$ cat src/rtl/ktr_pkg.sv
// Shared types, constants and arithmetic helpers of the trajectory rollout block.
package ktr_pkg;

    localparam int MUL_W  = 34;
    localparam int PROD_W = 2 * MUL_W;

    localparam logic signed [34:0] PI_Q30      = 35'sd3373259426;
    localparam logic signed [34:0] HALF_PI_Q30 = 35'sd1686629713;
    localparam logic signed [34:0] TWO_PI_Q30  = 35'sd6746518852;
    localparam logic signed [33:0] GAIN_Q30    = 34'sd652032874;

    // Configuration register indexes
    localparam logic [2:0] REG_ACCEL_X    = 3'd0;
    localparam logic [2:0] REG_DECEL_X    = 3'd1;
    localparam logic [2:0] REG_ACCEL_Y    = 3'd2;
    localparam logic [2:0] REG_DECEL_Y    = 3'd3;
    localparam logic [2:0] REG_ACCEL_TURN = 3'd4;
    localparam logic [2:0] REG_DECEL_TURN = 3'd5;
    localparam logic [2:0] REG_TIME_STEP  = 3'd6;
    localparam logic [2:0] REG_STEP_COUNT = 3'd7;

    typedef struct packed {
        logic signed [MUL_W-1:0] cos_v;
        logic signed [MUL_W-1:0] sin_v;
    } ktr_trig_t;

    // Arctangent of 2^-i in Q2.30, truncated
    function automatic logic signed [33:0] ktr_atan(input logic [4:0] i);
        logic signed [33:0] r;
        case (i)
            5'd0:  r = 34'sd843314856;
            5'd1:  r = 34'sd497837829;
            5'd2:  r = 34'sd263043836;
            5'd3:  r = 34'sd133525158;
            5'd4:  r = 34'sd67021686;
            5'd5:  r = 34'sd33543515;
            5'd6:  r = 34'sd16775850;
            5'd7:  r = 34'sd8388437;
            5'd8:  r = 34'sd4194282;
            5'd9:  r = 34'sd2097149;
            5'd10: r = 34'sd1048575;
            5'd11: r = 34'sd524287;
            5'd12: r = 34'sd262143;
            5'd13: r = 34'sd131071;
            5'd14: r = 34'sd65535;
            5'd15: r = 34'sd32767;
            5'd16: r = 34'sd16383;
            5'd17: r = 34'sd8191;
            5'd18: r = 34'sd4095;
            5'd19: r = 34'sd2047;
            5'd20: r = 34'sd1023;
            5'd21: r = 34'sd511;
            5'd22: r = 34'sd255;
            5'd23: r = 34'sd127;
            default: r = 34'sd0;
        endcase
        return r;
    endfunction

    // Saturate a wide sum to 32-bit signed
    function automatic logic signed [31:0] ktr_sat32(input logic signed [PROD_W:0] v);
        logic signed [31:0] r;
        if (v > (PROD_W+1)'(32'sh7fffffff))
            r = 32'sh7fffffff;
        else if (v < (PROD_W+1)'(-33'sh80000000))
            r = 32'sh80000000;
        else
            r = v[31:0];
        return r;
    endfunction

    // Step a velocity toward its target and clamp at the target
    function automatic logic signed [31:0] ktr_ramp(input logic signed [31:0] cur,
                                                    input logic signed [31:0] tgt,
                                                    input logic signed [PROD_W:0] sum);
        logic signed [31:0] v;
        logic signed [31:0] r;
        v = ktr_sat32(sum);
        if (cur < tgt)
            r = (v < tgt) ? v : tgt;
        else
            r = (v > tgt) ? v : tgt;
        return r;
    endfunction

endpackage

$ cat src/rtl/ktr_mul.sv
// Shared signed multiplier with a registered product.
module ktr_mul (
    input  logic                                  aclk,
    input  logic signed [ktr_pkg::MUL_W-1:0]      op_a,
    input  logic signed [ktr_pkg::MUL_W-1:0]      op_b,
    output logic signed [ktr_pkg::PROD_W-1:0]     prod
);

    logic signed [ktr_pkg::PROD_W-1:0] prod_reg;

    // Register every product
    always_ff @(posedge aclk) begin
        prod_reg <= ktr_pkg::PROD_W'(op_a) * ktr_pkg::PROD_W'(op_b);
    end

    assign prod = prod_reg;

endmodule

$ cat config.mk
export PLATFORM = sky130hd
export DESIGN_NAME = ktr_mul
export DESIGN_NICKNAME = d
export VERILOG_FILES = /design/src/rtl/ktr_pkg.sv /design/src/rtl/ktr_mul.sv
export SDC_FILE = /design/constraint.sdc
export NUM_CORES = 2
export LEC_CHECK = 0
export BUFFER_PORTS_ARGS = -buffer_cell sky130_fd_sc_hd__buf_2
export CAP_MARGIN = 20
export CORE_MARGIN = 2
export CORE_UTILIZATION = 60
export DETAILED_ROUTE_END_ITERATION = 8
export GPL_ROUTABILITY_DRIVEN = 1
export HOLD_SLACK_MARGIN = 0.08
export PLACE_DENSITY = 0.77
export SETUP_SLACK_MARGIN = 0.02
export SLEW_MARGIN = 20
export SYNTH_ARGS = -nofsm -noshare
export SYNTH_HDL_FRONTEND = slang
export SYNTH_SLANG_ARGS = --single-unit
$ cat constraint.sdc
create_clock -name aclk -period 11.3 [get_ports aclk]
set_input_delay 1.13 -clock aclk [delete_from_list [all_inputs] [get_ports aclk]]
set_output_delay 1.13 -clock aclk [all_outputs]
set_load 0.1 [all_outputs]
Word-level counts from Yosys, hierarchy flattened
Cells that the tools add are included.
Word-level totals
  register bits: 68
  bits in latches: 0
  bits in writable memories: 0
  ROM bits: 0
  bits of input ports: 69
  output and inout port bits: 68
  logic and storage cells: 2
  memories: 0
Operators by class
  add/subtract/negate cells: 0
  multiply operators: 1
  divide/modulo/power cells: 0
  order comparisons: 0
  equal/unequal tests: 0
  shift-type cells: 0
  mux-type cells: 0
  bitwise logic cells: 0
  reductions and logical operators: 0
Operators by type and width (number)
  34-bit by 34-bit multiplier with 68-bit output: 1

Logic depth before layout (Yosys ltp)
  depth in word-level cells: 1
  gate-level depth with buffers: 31
  mapped depth without buffers: 29

Worst setup path after synthesis
OpenSTA, ideal clock, no wires.
  kind: input to register
  from: input port op_a[33] (netlist bit)
  to: register prod_reg, in the netlist prod[65]
  data arrival time: 8.548 ns
  setup slack: 2.680 ns
  stages on the path: 24
  cell sequence: clkbuf_1 -> nand2_1 -> inv_1 -> fa_1 -> fa_1 -> fa_1 -> fa_1 -> inv_1 -> fa_1 -> fa_1 -> fa_1 -> fa_1 -> inv_1 -> ha_1 -> clkdlybuf4s50_2 -> nand3_1 -> or2_2 -> nor2_1 -> a221oi_1 -> o21ai_0 -> a31oi_2 -> nor2_2 -> o41ai_2 -> xnor2_1
Between the ends
  longest elaborated chain between the ends: 1
Ends and longest elaborated chain
  from (decl): RTL line ktr_mul.sv:4  | input logic signed [ktr_pkg::MUL_W-1:0] op_a,
  34-bit by 34-bit multiplier with 68-bit output: RTL line ktr_mul.sv:13  | prod_reg <= ktr_pkg::PROD_W'(op_a) * ktr_pkg::PROD_W'(op_b);
  to (signal assigned): RTL line ktr_mul.sv:13
  to (decl): RTL line ktr_mul.sv:9  | logic signed [ktr_pkg::PROD_W-1:0] prod_reg;
Every way passes these cells.

Final worst setup path
  from: input port op_a[33] (netlist bit)
  to: register prod_reg, in the netlist prod[62]
Same word-level chain as after synthesis.

==> run_results.csv <==
group,metric,value,unit
cells_and_area,fin_nets,6011,
cells_and_area,areaGrowthSynthToFinish,3.40,%
clocking,cts_tree,"done",
clocking,cts_max_level,3,
floorplan,ios,137,
sta,post-route-min-period,9300,ps
clocking,cts_made_buffers,9,
cells_and_area,layout_common_cells,"1241 x fa_1, 1231 x inv_1, 621 x and2_1",
floorplan,die_x,272,um
floorplan,initial_core_util,0.604,
global_routing,grt_max_degree,35,
synthesis,synth_edf_count,0,
cells_and_area,final_common_cell,"fa_1",
synthesis,yosysWarnings,0,
critical_path,start_kind,"input port",
hold_path,hp-class,"in -> reg",
synthesis,synthTopCellsByArea,"fa_1 58%, inv_1 11%, and2_1 9.0%, ha_1 5.9%, nand2_1 4.7%",
synthesis,synth_top_area_share,0.577,
clocking,cts.repair.resized,0,
floorplan,fp.dieArea,0.0739,sq mm
critical_path,required,11570,ps
detailed_routing,via_per_inst,5.54,
detailed_routing,first_pass_iters,5,
sta,finalSetupViolations,0,
global_routing,grt_overflow,0,
global_routing,grt_pass1_wl,185000,um
critical_path,endpoint_kind,"register",
detailed_routing,wl_per_cell,20.7,um
clocking,cts-root-buf,"clkbuf_16",
floorplan,die_y,272,um
clocking,clock-sinks,68,
detailed_routing,drcViolationCount,0,
synthesis,synth-seq-area-share,0.0316,
sta,slew_headroom,0.316,
sta,fmax,108,MHz
synthesis,async_flop_share,0,
synthesis,yosysTopAreaCell,"fa_1",
detailed_routing,routed_wl,113000,um
global_routing,grt_use_total,0.328,
floorplan,rows,98,
sta,min_period_over_period,0.823,
place,gp_congestion,0.959,
synthesis,synth_cells,4554,
detailed_routing,antenna_left,0,
global_routing,grt_pass1_vias,33900,
sta,timing_hold_violations_final,0,
critical_path,arrival,9570,ps
outcome,status,"completed",
sta,tightest_slew,1030,ps
synthesis,synth_seq_cells,68,
sta,fin_setup_tns,0,ps
sta,slew_viol_final,0,
cells_and_area,drive_gt1_frac,0.0462,
global_routing,antenna_found_initial,6,
clocking,clk_pin_slew,70,ps
cells_and_area,largest_register_ffs,68,
clocking,clk_path_buf_depth,2,
clocking,cts_setup_buffers,0,
floorplan,coreArea,0.0712,sq mm
critical_path,worstPathMaxFanout,34,
synthesis,synth_area,0.0430,sq mm
synthesis,ys_types,69,
critical_path,crit_type,"in -> reg",
synthesis,synth_ff_type,"dfxtp_1",
flow_run,drv_cap,0,
synthesis,synth_area_per_cell,9.45,sq um
synthesis,synth_nets,6068,
place,place_hpwl,88600,um
detailed_routing,vias,30200,
place,numPortBuffers,136,
clocking,cts_hold_buffers,0,
detailed_routing,drtIter0Drc,2123,
sta,rsz0062_at_grt,"no",
==> cell type report <==
cell class                 instances  area, sq um
inverter                        1232         4620
tap                              950         1190
multi-input combinational       3026        36100
sequential                        68         1360
timing repair buffer             160          861
antenna                            1         2.50
fill                            5791        26800
clock inverter                     5         58.8
clock buffer                      11          253
==> Yosys cell counts, types with 4 or more instances <==
library cell,instances
inv_1,1231
buf_4,4
a21oi_1,61
nand2_1,542
o21a_1,4
dfxtp_1,68
ha_1,204
xor2_1,23
fa_1,1241
o21bai_1,12
or2_2,4
o21ai_0,31
nand2b_1,20
and3_1,5
nand3_1,11
nor3_1,5
nand4_1,11
xnor2_1,56
a31oi_1,7
nor2_1,54
a21o_1,37
nor2b_1,9
a211oi_1,6
clkbuf_1,214
o21ai_1,7
and2_1,621
==> through the flow <==
stage	hold slack, ps	std cells	utilization	cell area (sq um)	setup WS (ps)
2_1_floorplan	1260	4554	-	43000	2680
3_3_place_gp	1680	5436	0.620	44200	1800
3_5_place_dp	1680	5436	0.620	44200	1640
4_1_cts	1310	5452	0.624	44500	2020
5_1_grt	1350	5452	0.624	44500	1650
6_report	1300	5453	0.625	44500	2000
==> routing by layer <==
metal	part of all wire	vias up	track usage
met5	0.00040	-	0
met4	0.044	8	0.130
met3	0.095	341	0.0671
met2	0.48	1469	0.539
met1	0.38	15700	0.432
li1	-	12700	-
==> worst paths after layout <==
check / slack (ps) / from / cells after the start / end
setup / recovery: 2000 / op_a[33] / 21 / prod[62]
hold / removal: 1300 / op_b[0] / 3 / prod[0]
==> critical path, cell delays in order <==
cell     delay [ps]
buf_2           620
nand2_1         200
inv_1           170
fa_1            560
fa_1            660
fa_1            720
fa_1           1280
fa_1            590
fa_1            510
fa_1            490
inv_1            50
fa_1            480
inv_1            50
ha_1            380
and2_1          270
nand2_1         100
o41ai_1         550
a31oi_4         100
o31ai_4         370
a21oi_2         100
xnor2_1         140
==> cell families (layout without fill, tap and decap cells) <==
logic type / count (synthesis) / count (layout) / synth area share
buffers and inverters: 1460 / 1408 / 0.128
AOI/OAI and AO/OA: 206 / 206 / 0.0335
DFF: 68 / 68 / 0.0316
xor gates and xnor gates: 79 / 79 / 0.0161
other: 0 / 1 / 0
and+or+nand+nor: 1296 / 1296 / 0.154
adders and majority gates: 1445 / 1445 / 0.637
Power is left out: the tool's default activity adds up to more than one toggle a clock period on the data nets, which glitch-free logic cannot reach.
